===== config.mk =====
export PLATFORM = sky130hd
export DESIGN_NAME = sprite_xor_draw_with_collision_flat
export DESIGN_NICKNAME = d
export VERILOG_FILES = /design/src/sxd_pkg.sv /design/src/sxd_ifs.sv /design/src/sxd_rowmem.sv /design/src/sxd_xorser.sv /design/src/sprite_xor_draw_with_collision.sv /design/src/flat_wrapper.sv
export SDC_FILE = /design/constraint.sdc
export NUM_CORES = 2
export LEC_CHECK = 0
export BUFFER_PORTS_ARGS = -buffer_cell sky130_fd_sc_hd__clkbuf_2
export CORE_ASPECT_RATIO = 1.1
export CORE_MARGIN = 2
export CORE_UTILIZATION = 50
export CTS_CLUSTER_SIZE = 8
export DETAILED_ROUTE_END_ITERATION = 10
export PLACE_DENSITY = 0.65
export SYNTH_ARGS = -nofsm -noshare
export SYNTH_HDL_FRONTEND = slang
export SYNTH_SLANG_ARGS = --single-unit
export TNS_END_PERCENT = 20

===== constraint.sdc =====
create_clock -name clk -period 12.7 [get_ports clk]
set_input_delay 2.54 -clock clk [delete_from_list [all_inputs] [get_ports clk]]
set_output_delay 2.54 -clock clk [all_outputs]
set_load 0.05 [all_outputs]

===== src/sxd_pkg.sv =====
// shared constants, codes, tables and structs for the sprite xor draw block
package sxd_pkg;

  // screen geometry and field widths
  localparam int SCREEN_W = 64;
  localparam int SCREEN_H = 32;
  localparam int ROW_W    = 64;
  localparam int SPR_W    = 8;
  localparam int MODE_W   = 2;
  localparam int POS_W    = 8;
  localparam int ROFF_W   = 4;
  localparam int CNT_W    = $clog2(ROW_W);
  localparam int COL_W    = CNT_W + 1;
  localparam int YA_W     = $clog2(SCREEN_H);
  localparam int YS_W     = POS_W;
  localparam int POS_N    = 2 ** POS_W;

  // item modes
  typedef enum logic [MODE_W-1:0] {
    MODE_CLEAR = 2'd0,
    MODE_DRAW  = 2'd1,
    MODE_READ  = 2'd2
  } mode_e;

  // wrap tables for the origin coordinates, built at elaboration
  typedef logic [CNT_W-1:0] xmod_tbl_t [POS_N];
  typedef logic [YA_W-1:0]  ymod_tbl_t [POS_N];

  function automatic xmod_tbl_t build_xmod();
    xmod_tbl_t t;
    for (int i = 0; i < POS_N; i++) begin
      t[i] = CNT_W'(i % SCREEN_W);
    end
    return t;
  endfunction

  function automatic ymod_tbl_t build_ymod();
    ymod_tbl_t t;
    for (int i = 0; i < POS_N; i++) begin
      t[i] = YA_W'(i % SCREEN_H);
    end
    return t;
  endfunction

  localparam xmod_tbl_t XMOD_TBL = build_xmod();
  localparam ymod_tbl_t YMOD_TBL = build_ymod();

  // row memory request
  typedef struct packed {
    logic             rd_en;
    logic             wr_en;
    logic             clr;
    logic [YA_W-1:0]  addr;
    logic [ROW_W-1:0] wr_data;
  } mem_req_t;

  // serial xor unit request and response
  typedef struct packed {
    logic             start;
    logic [CNT_W-1:0] x0;
    logic [SPR_W-1:0] sprite;
    logic [ROW_W-1:0] row;
  } ser_req_t;

  typedef struct packed {
    logic             done;
    logic             hit;
    logic [ROW_W-1:0] row;
  } ser_rsp_t;

endpackage


===== src/sxd_ifs.sv =====
// valid/ready channel interfaces for sprite items and row results
interface sxd_in_if;
  logic                       valid;
  logic                       ready;
  logic [sxd_pkg::MODE_W-1:0] mode;
  logic [sxd_pkg::POS_W-1:0]  origin_x;
  logic [sxd_pkg::POS_W-1:0]  origin_y;
  logic [sxd_pkg::ROFF_W-1:0] row_offset;
  logic [sxd_pkg::SPR_W-1:0]  sprite_byte;
  logic                       first_row;

  modport source (
    output valid, mode, origin_x, origin_y, row_offset, sprite_byte, first_row,
    input  ready
  );
  modport sink (
    input  valid, mode, origin_x, origin_y, row_offset, sprite_byte, first_row,
    output ready
  );
endinterface

interface sxd_out_if;
  logic                      valid;
  logic                      ready;
  logic                      collision;
  logic [sxd_pkg::ROW_W-1:0] row_bits;

  modport source (output valid, collision, row_bits, input ready);
  modport sink (input valid, collision, row_bits, output ready);
endinterface


===== src/sxd_rowmem.sv =====
// framebuffer row memory with per-row valid bits for reset and clear
module sxd_rowmem (
  input  logic                      clk,
  input  logic                      rst_n,
  input  sxd_pkg::mem_req_t         req,
  output logic [sxd_pkg::ROW_W-1:0] rd_data
);
  import sxd_pkg::*;

  logic [ROW_W-1:0]    mem [SCREEN_H];
  logic [SCREEN_H-1:0] valid_r;
  logic [ROW_W-1:0]    rd_data_r;
  logic                rd_hit_r;

  // storage write and registered read
  always_ff @(posedge clk) begin
    if (req.wr_en) begin
      mem[req.addr] <= req.wr_data;
    end
    if (req.rd_en) begin
      rd_data_r <= mem[req.addr];
    end
  end

  // row valid bits, a row not written since clear reads as blank
  always_ff @(posedge clk) begin
    if (!rst_n) begin
      valid_r  <= '0;
      rd_hit_r <= 1'b0;
    end else begin
      if (req.clr) begin
        valid_r <= '0;
      end else if (req.wr_en) begin
        valid_r[req.addr] <= 1'b1;
      end
      if (req.rd_en) begin
        rd_hit_r <= valid_r[req.addr];
      end
    end
  end

  assign rd_data = rd_hit_r ? rd_data_r : '0;

endmodule


===== src/sxd_xorser.sv =====
// bit-serial xor of a sprite row into a framebuffer row with hit detect
module sxd_xorser (
  input  logic              clk,
  input  logic              rst_n,
  input  sxd_pkg::ser_req_t req,
  output sxd_pkg::ser_rsp_t rsp
);
  import sxd_pkg::*;

  logic [ROW_W-1:0] row_sr_r;
  logic [CNT_W-1:0] cnt_r;
  logic [CNT_W-1:0] x0_r;
  logic [SPR_W-1:0] spr_r;
  logic             busy_r;
  logic             hit_r;
  logic             done_r;

  logic [COL_W-1:0] col;
  logic [COL_W-1:0] x_lo;
  logic [COL_W-1:0] x_hi;
  logic             in_win;
  logic             pix_old;
  logic             pix_spr;
  logic             last;

  // column window of the sprite for the bit now at the head
  assign col     = {1'b0, cnt_r};
  assign x_lo    = {1'b0, x0_r};
  assign x_hi    = x_lo + COL_W'(SPR_W);
  assign in_win  = (col >= x_lo) && (col < x_hi) && (col < COL_W'(SCREEN_W));
  assign pix_old = row_sr_r[ROW_W-1];
  assign pix_spr = in_win && spr_r[SPR_W-1];
  assign last    = (cnt_r == CNT_W'(ROW_W - 1));

  // control: one column per cycle while busy
  always_ff @(posedge clk) begin
    if (!rst_n) begin
      busy_r <= 1'b0;
      done_r <= 1'b0;
      cnt_r  <= '0;
      hit_r  <= 1'b0;
    end else begin
      done_r <= busy_r && last;
      if (req.start) begin
        busy_r <= 1'b1;
        cnt_r  <= '0;
        hit_r  <= 1'b0;
      end else if (busy_r) begin
        cnt_r <= cnt_r + 1'b1;
        hit_r <= hit_r | (pix_old & pix_spr);
        if (last) begin
          busy_r <= 1'b0;
        end
      end
    end
  end

  // data shift registers: row rotates once, sprite shifts inside the window
  always_ff @(posedge clk) begin
    if (req.start) begin
      row_sr_r <= req.row;
      spr_r    <= req.sprite;
      x0_r     <= req.x0;
    end else if (busy_r) begin
      row_sr_r <= {row_sr_r[ROW_W-2:0], pix_old ^ pix_spr};
      if (in_win) begin
        spr_r <= {spr_r[SPR_W-2:0], 1'b0};
      end
    end
  end

  assign rsp.done = done_r;
  assign rsp.hit  = hit_r;
  assign rsp.row  = row_sr_r;

endmodule


===== src/sprite_xor_draw_with_collision.sv =====
// top level: item sequencer around the row memory and the serial xor unit
//
// channel   dir  handshake            payload
// in_ch     in   in_ch.valid/ready    mode, origin_x, origin_y, row_offset,
//                                     sprite_byte, first_row
// out_ch    out  out_ch.valid/ready   collision, row_bits
//
// one item at a time; a draw reads the row, runs the bit-serial xor pass
// over the row and writes it back with the result. a read fetches the
// row; clear, off-screen draw and unused mode go straight to the result.
// reset blanks the screen at once through per-row valid bits and clears
// the collision flag. a stalled result holds until out_ch.ready, and no new
// item is taken until it leaves.
module sprite_xor_draw_with_collision (
  input  logic     clk,
  input  logic     rst_n,
  sxd_in_if.sink   in_ch,
  sxd_out_if.source out_ch
);
  import sxd_pkg::*;

  typedef enum logic [1:0] {
    S_IDLE,
    S_READ,
    S_XOR,
    S_RESULT
  } state_e;

  state_e           state_r;
  mode_e            mode_r;
  logic             flag_r;
  logic [YA_W-1:0]  addr_r;
  logic [CNT_W-1:0] x0_r;
  logic [SPR_W-1:0] spr_r;
  logic [ROW_W-1:0] row_out_r;

  logic             accept;
  logic [CNT_W-1:0] x_wrap;
  logic [YA_W-1:0]  y_wrap;
  logic [YS_W-1:0]  y_sum;
  logic             draw_ok;
  logic             is_draw;
  logic             is_read;
  logic [ROW_W-1:0] rd_data;
  mem_req_t         mem_req;
  ser_req_t         ser_req;
  ser_rsp_t         ser_rsp;

  // item decode and coordinate wrap
  assign accept  = in_ch.valid && in_ch.ready;
  assign x_wrap  = XMOD_TBL[in_ch.origin_x];
  assign y_wrap  = YMOD_TBL[in_ch.origin_y];
  assign y_sum   = YS_W'(y_wrap) + YS_W'(in_ch.row_offset);
  assign draw_ok = y_sum < YS_W'(SCREEN_H);
  assign is_draw = in_ch.mode == MODE_DRAW;
  assign is_read = in_ch.mode == MODE_READ;

  // row memory requests
  always_comb begin
    mem_req.rd_en   = accept && ((is_draw && draw_ok) || is_read);
    mem_req.clr     = accept && (in_ch.mode == MODE_CLEAR);
    mem_req.wr_en   = (state_r == S_XOR) && ser_rsp.done;
    mem_req.wr_data = ser_rsp.row;
    if (state_r == S_IDLE) begin
      mem_req.addr = is_read ? y_wrap : y_sum[YA_W-1:0];
    end else begin
      mem_req.addr = addr_r;
    end
  end

  // serial xor start once the row is out of memory
  assign ser_req.start  = (state_r == S_READ) && (mode_r == MODE_DRAW);
  assign ser_req.x0     = x0_r;
  assign ser_req.sprite = spr_r;
  assign ser_req.row    = rd_data;

  sxd_rowmem u_rowmem (
    .clk     (clk),
    .rst_n   (rst_n),
    .req     (mem_req),
    .rd_data (rd_data)
  );

  sxd_xorser u_xorser (
    .clk   (clk),
    .rst_n (rst_n),
    .req   (ser_req),
    .rsp   (ser_rsp)
  );

  // sequencer, collision flag and result register
  always_ff @(posedge clk) begin
    if (!rst_n) begin
      state_r <= S_IDLE;
      flag_r  <= 1'b0;
    end else begin
      unique case (state_r)
        S_IDLE: begin
          if (accept) begin
            mode_r    <= mode_e'(in_ch.mode);
            x0_r      <= x_wrap;
            spr_r     <= in_ch.sprite_byte;
            addr_r    <= is_read ? y_wrap : y_sum[YA_W-1:0];
            row_out_r <= '0;
            unique case (in_ch.mode)
              MODE_DRAW: begin
                if (in_ch.first_row) begin
                  flag_r <= 1'b0;
                end
                state_r <= draw_ok ? S_READ : S_RESULT;
              end
              MODE_READ: begin
                state_r <= S_READ;
              end
              default: begin
                state_r <= S_RESULT;
              end
            endcase
          end
        end
        S_READ: begin
          if (mode_r == MODE_READ) begin
            row_out_r <= rd_data;
            state_r   <= S_RESULT;
          end else begin
            state_r <= S_XOR;
          end
        end
        S_XOR: begin
          if (ser_rsp.done) begin
            row_out_r <= ser_rsp.row;
            if (ser_rsp.hit) begin
              flag_r <= 1'b1;
            end
            state_r <= S_RESULT;
          end
        end
        S_RESULT: begin
          if (out_ch.ready) begin
            state_r <= S_IDLE;
          end
        end
        default: begin
          state_r <= S_IDLE;
        end
      endcase
    end
  end

  // channel outputs
  assign in_ch.ready      = (state_r == S_IDLE);
  assign out_ch.valid     = (state_r == S_RESULT);
  assign out_ch.collision = flag_r;
  assign out_ch.row_bits  = row_out_r;

endmodule


===== src/flat_wrapper.sv =====
// flat-port wrapper written by rule: the top's interface ports become plain ports
module sprite_xor_draw_with_collision_flat import sxd_pkg::*;
  (clk, rst_n, in_ch_valid, in_ch_mode, in_ch_origin_x, in_ch_origin_y, in_ch_row_offset, in_ch_sprite_byte, in_ch_first_row, in_ch_ready, out_ch_valid, out_ch_collision, out_ch_row_bits, out_ch_ready);
  sxd_in_if in_ch_i ();
  sxd_out_if out_ch_i ();
  input  logic clk;
  input  logic rst_n;
  input wire logic [$bits(in_ch_i.valid)-1:0] in_ch_valid;
  input wire logic [$bits(in_ch_i.mode)-1:0] in_ch_mode;
  input wire logic [$bits(in_ch_i.origin_x)-1:0] in_ch_origin_x;
  input wire logic [$bits(in_ch_i.origin_y)-1:0] in_ch_origin_y;
  input wire logic [$bits(in_ch_i.row_offset)-1:0] in_ch_row_offset;
  input wire logic [$bits(in_ch_i.sprite_byte)-1:0] in_ch_sprite_byte;
  input wire logic [$bits(in_ch_i.first_row)-1:0] in_ch_first_row;
  output wire logic [$bits(in_ch_i.ready)-1:0] in_ch_ready;
  output wire logic [$bits(out_ch_i.valid)-1:0] out_ch_valid;
  output wire logic [$bits(out_ch_i.collision)-1:0] out_ch_collision;
  output wire logic [$bits(out_ch_i.row_bits)-1:0] out_ch_row_bits;
  input wire logic [$bits(out_ch_i.ready)-1:0] out_ch_ready;
  assign in_ch_i.valid = in_ch_valid;
  assign in_ch_i.mode = in_ch_mode;
  assign in_ch_i.origin_x = in_ch_origin_x;
  assign in_ch_i.origin_y = in_ch_origin_y;
  assign in_ch_i.row_offset = in_ch_row_offset;
  assign in_ch_i.sprite_byte = in_ch_sprite_byte;
  assign in_ch_i.first_row = in_ch_first_row;
  assign in_ch_ready = in_ch_i.ready;
  assign out_ch_valid = out_ch_i.valid;
  assign out_ch_collision = out_ch_i.collision;
  assign out_ch_row_bits = out_ch_i.row_bits;
  assign out_ch_i.ready = out_ch_ready;
  sprite_xor_draw_with_collision u_core (.clk(clk), .rst_n(rst_n), .in_ch(in_ch_i), .out_ch(out_ch_i));
endmodule

==> impl_metrics.tcl <==
set metrics [dict create \
    outcome "complete, but fails checks" \
    failing_checks "max-slew violations" \
    grt_start_max_net_pins 132 \
    cts.reportedPaths.clkPinSlew_ns 0.05 \
    synth_top_flop_cell "sky130_fd_sc_hd__edfxtp_1" \
    cts_inserted_buffers 340 \
    routed_wl_mm 226 \
    io_buffer_count 96 \
    clock_path_buffers 4 \
    cellInternalPower_mw 16.3 \
    start_util 0.504 \
    route.detailed.drc 0 \
    antenna_found_initial 2 \
    regToRegStartpoint "u_core.state_r[1]$_SDFFE_PN0P_" \
    finalNetCount 4807 \
    synth_nets 4510 \
    dp_hpwl_mm 107 \
    clock_sinks 2320 \
    clkPwrFrac 0.335 \
    critical_path.slowest_cell "sky130_fd_sc_hd__nor2_1" \
    y_dimension_of_the_die_um 447 \
    place_congestion 0.769 \
    static-leakage-power_nw 32.7 \
    syn_to_final_growth_pct 13.8 \
    post_route_cells_drive_above_1_share 0.232 \
    global_route.usage.total 0.251 \
    route.vias.total 45600 \
    worst-r2r-setup-slack_ns 6.99 \
    antenna_left 0 \
    fin_crit_sh 0.579 \
    gr-max-usage-layer "met2" \
    die_area_um2 182000 \
    cts-resized-gates 0 \
    cts_setup_buffers 0 \
    average_instance_area_after_synthesis_um2 20.1 \
    slowest_delay_ns 1.00 \
    ff2ff_path_depth 10 \
    dominant_cell_by_count_in_the_synthesized_netlist "sky130_fd_sc_hd__edfxtp_1" \
    actual_transition_at_the_worst_max_transition_pin_ns 1.54 \
    grt_pass1_vias 46100 \
    ys_seq_area_frac 0.775 \
    comb_power_share 0.267 \
    ys_seq_elements 2320 \
    cp_max_fo 45 \
    power.density_cell_area_nw_per_um2 229 \
    met1_usage 0.358 \
    std_cell_rows 162 \
    worstSetupStartpointType "input pin" \
    ys_async_sr_fraction 0 \
    hold_path.class "register to register" \
    required_time_at_the_worst_slack_endpoint_ns 13.20 \
    report.final.slew_viol_count 41 \
    routed_via_density 6.35 \
    die_x_um 407 \
    core_region_area_um2 177000 \
    global_route.usage.met3 0.0451 \
    part_of_the_power_in_registers 0.398 \
    cts_hold_repair.buffers 0 \
    cp_common_cell "sky130_fd_sc_hd__buf_4" \
    net-switching-power_mw 6.94 \
    floorplan.io_pins 102 \
    grt_pass1_wl_mm 325 \
    setup.worst_path.end "u_core.u_rowmem.mem[11][35]$_DFFE_PP_" \
    antenna_cells 0 \
    maxSlewHeadroom -0.0249 \
    synth.top_cell.area_share 0.765 \
    clk_root_buffer_cell "sky130_fd_sc_hd__clkbuf_16" \
    timing.clock.skew_ns 0.0730 \
    net_switching_share_of_the_total_power 0.299 \
    synth-edff-count 2275 \
    synth_top_cells_by_area "sky130_fd_sc_hd__edfxtp_1 76%, sky130_fd_sc_hd__mux4_2 12%, sky130_fd_sc_hd__nand2_1 2.4%" \
    cts_tree "done" \
    grtUsageMet2 0.404 \
    timing.setup.tns_ns 0 \
    critical_path_capture_point_type "register" \
    synth_cell_type_count 62 \
    setup_violations 0 \
    timing.rr.end "u_core.u_rowmem.mem[11][35]$_DFFE_PP_" \
    critical_path_arrival_ns 7.86 \
    detailedRoute.firstPassIterationCount 5 \
    finalHoldViolations 0 \
    cts-htree-levels 5 \
    synth_cell_count_leaders "2,275 x sky130_fd_sc_hd__edfxtp_1, 579 x sky130_fd_sc_hd__nand2_1, 492 x sky130_fd_sc_hd__mux4_2, 202 x sky130_fd_sc_hd__nand3_1, 101 x sky130_fd_sc_hd__buf_2" \
    min_period_ns 7.36 \
    criticalPathCategory "input pin to register" \
    achievable-frequency_ghz 0.136 \
    rsz0062_at_grt "false" \
    grt_overflow 0 \
    first_iter_violations 6436 \
    max_cap_viol_count 0 \
    ys.warnings.count 0 \
    dp_slack_ns 4.51 \
    layout_setup_ws_ns 5.34 \
    clk-insertion-delay-late_ns 0.94 \
    worstPathCellList "clkbuf_2 > ha_1 > fa_1 > xnor2_1 > o311ai_4 > buf_4 > nor2_1 > nand2_1 > nor2_4 > buf_4 > buf_4" \
    peakVddDrop_mv 0.290 \
    postSynthCellCount 4454 \
    average_wire_per_cell_in_the_routed_design_um 31.4 \
    worstSetupStartpoint "in_ch_row_offset[0]" \
    post_synth_instance_area_um2 89400 \
    leading_area_contributor_after_synthesis "sky130_fd_sc_hd__edfxtp_1" \
]
[cell type report]
| cell class | instances | area, um2 |
|---|---|---|
| Clock inverter | 9 | 103 |
| Inverter | 21 | 81.3 |
| Multi-Input combinational cell | 1861 | 19100 |
| Fill cell | 12900 | 75700 |
| Tap cell | 2378 | 2980 |
| Timing Repair Buffer | 207 | 1380 |
| Sequential cell | 2320 | 69200 |
| Clock buffer | 391 | 8830 |
[layout by cell type (no fill, tap or decap), types with 45 or more instances in the layout]
cell type and instances:
sky130_fd_sc_hd__a22oi_1 79, sky130_fd_sc_hd__a32oi_1 75, sky130_fd_sc_hd__and3_1 65, sky130_fd_sc_hd__buf_4 106
sky130_fd_sc_hd__clkbuf_1 45, sky130_fd_sc_hd__clkbuf_16 346, sky130_fd_sc_hd__clkbuf_2 96, sky130_fd_sc_hd__edfxtp_1 2275
sky130_fd_sc_hd__mux2i_1 92, sky130_fd_sc_hd__mux4_2 492, sky130_fd_sc_hd__nand2_1 578, sky130_fd_sc_hd__nand3_1 201
sky130_fd_sc_hd__nor2b_1 67
[registers in the layout, indices dropped and copies added (netlist names), 2 cells and up]
register,flops
u_core.addr_r,5
u_core.mode_r,2
u_core.out_ch.row_bits,64
u_core.spr_r,8
u_core.state_r,2
u_core.u_rowmem.mem,2048
u_core.u_rowmem.rd_data_r,64
u_core.u_rowmem.valid_r,32
u_core.u_xorser.cnt_r,6
u_core.u_xorser.row_sr_r,64
u_core.u_xorser.spr_r,8
u_core.u_xorser.x0_r,6
u_core.x0_r,6
[critical path: cells and delay by family]
family | cells | cell delay (ns)
buf+inv | 4 | 1.62
simple gates | 3 | 2.41
fa+ha+maj | 2 | 0.66
xor+xnor | 1 | 0.42
compound gates | 1 | 0.12
[worst min-delay path by stage]
stage,from,to,cells after the start,slack (ns)
after global routing,u_core.x0_r[2]$_DFFE_PP_,u_core.u_xorser.x0_r[2]$_DFFE_PP_,0,0.43
final,u_core.x0_r[2]$_DFFE_PP_,u_core.u_xorser.x0_r[2]$_DFFE_PP_,0,0.42
after detailed placement,u_core.x0_r[1]$_DFFE_PP_,u_core.u_xorser.x0_r[1]$_DFFE_PP_,0,0.41
after floorplan,u_core.x0_r[0]$_DFFE_PP_,u_core.u_xorser.x0_r[0]$_DFFE_PP_,0,0.40
after global placement,u_core.x0_r[2]$_DFFE_PP_,u_core.u_xorser.x0_r[2]$_DFFE_PP_,0,0.42
after CTS,u_core.x0_r[5]$_DFFE_PP_,u_core.u_xorser.x0_r[5]$_DFFE_PP_,0,0.43
[metal layers]
layer,part of all wire,vias to the layer above,wire [um]
li1,-,18600,-
met1,0.40,24400,91100
met2,0.49,2338,110000
met3,0.090,347,20200
met4,0.021,0,4640
met5,0,-,0
[stage by stage]
step	instance area, um2	hold slack (ns)	total power, mW	instances	utilization
after floorplan	89400	0.400	13.9	4454	-
after global placement	92800	0.416	15.6	6787	0.523
after detailed placement	92800	0.408	15.6	6787	0.523
after CTS	102000	0.429	23.4	7187	0.573
after global routing	102000	0.431	24.1	7187	0.573
final	102000	0.424	23.3	7187	0.573
[power groups by stage]
stage / Sequential, mW / Combinational (mW) / Clock [mW]
2_1_floorplan: 9.45 / 4.43 / 0
3_3_place_gp: 9.36 / 6.23 / 0
3_5_place_dp: 9.38 / 6.24 / 0
4_1_cts: 9.25 / 6.26 / 7.89
5_1_grt: 9.28 / 6.64 / 8.20
6_report: 9.25 / 6.22 / 7.79
[logic make-up (layout without fill, tap and decap cells)]
kind of cell | after synthesis | in the layout | synth area share
compound gates | 248 | 248 | 0.0219
xor+xnor | 8 | 8 | 0.000784
fa+ha+maj | 21 | 21 | 0.00302
buf+inv | 273 | 628 | 0.0156
flops | 2320 | 2320 | 0.775
mux | 584 | 584 | 0.134
simple gates | 1000 | 1000 | 0.0498
Power figures use the tool's default switching activity.
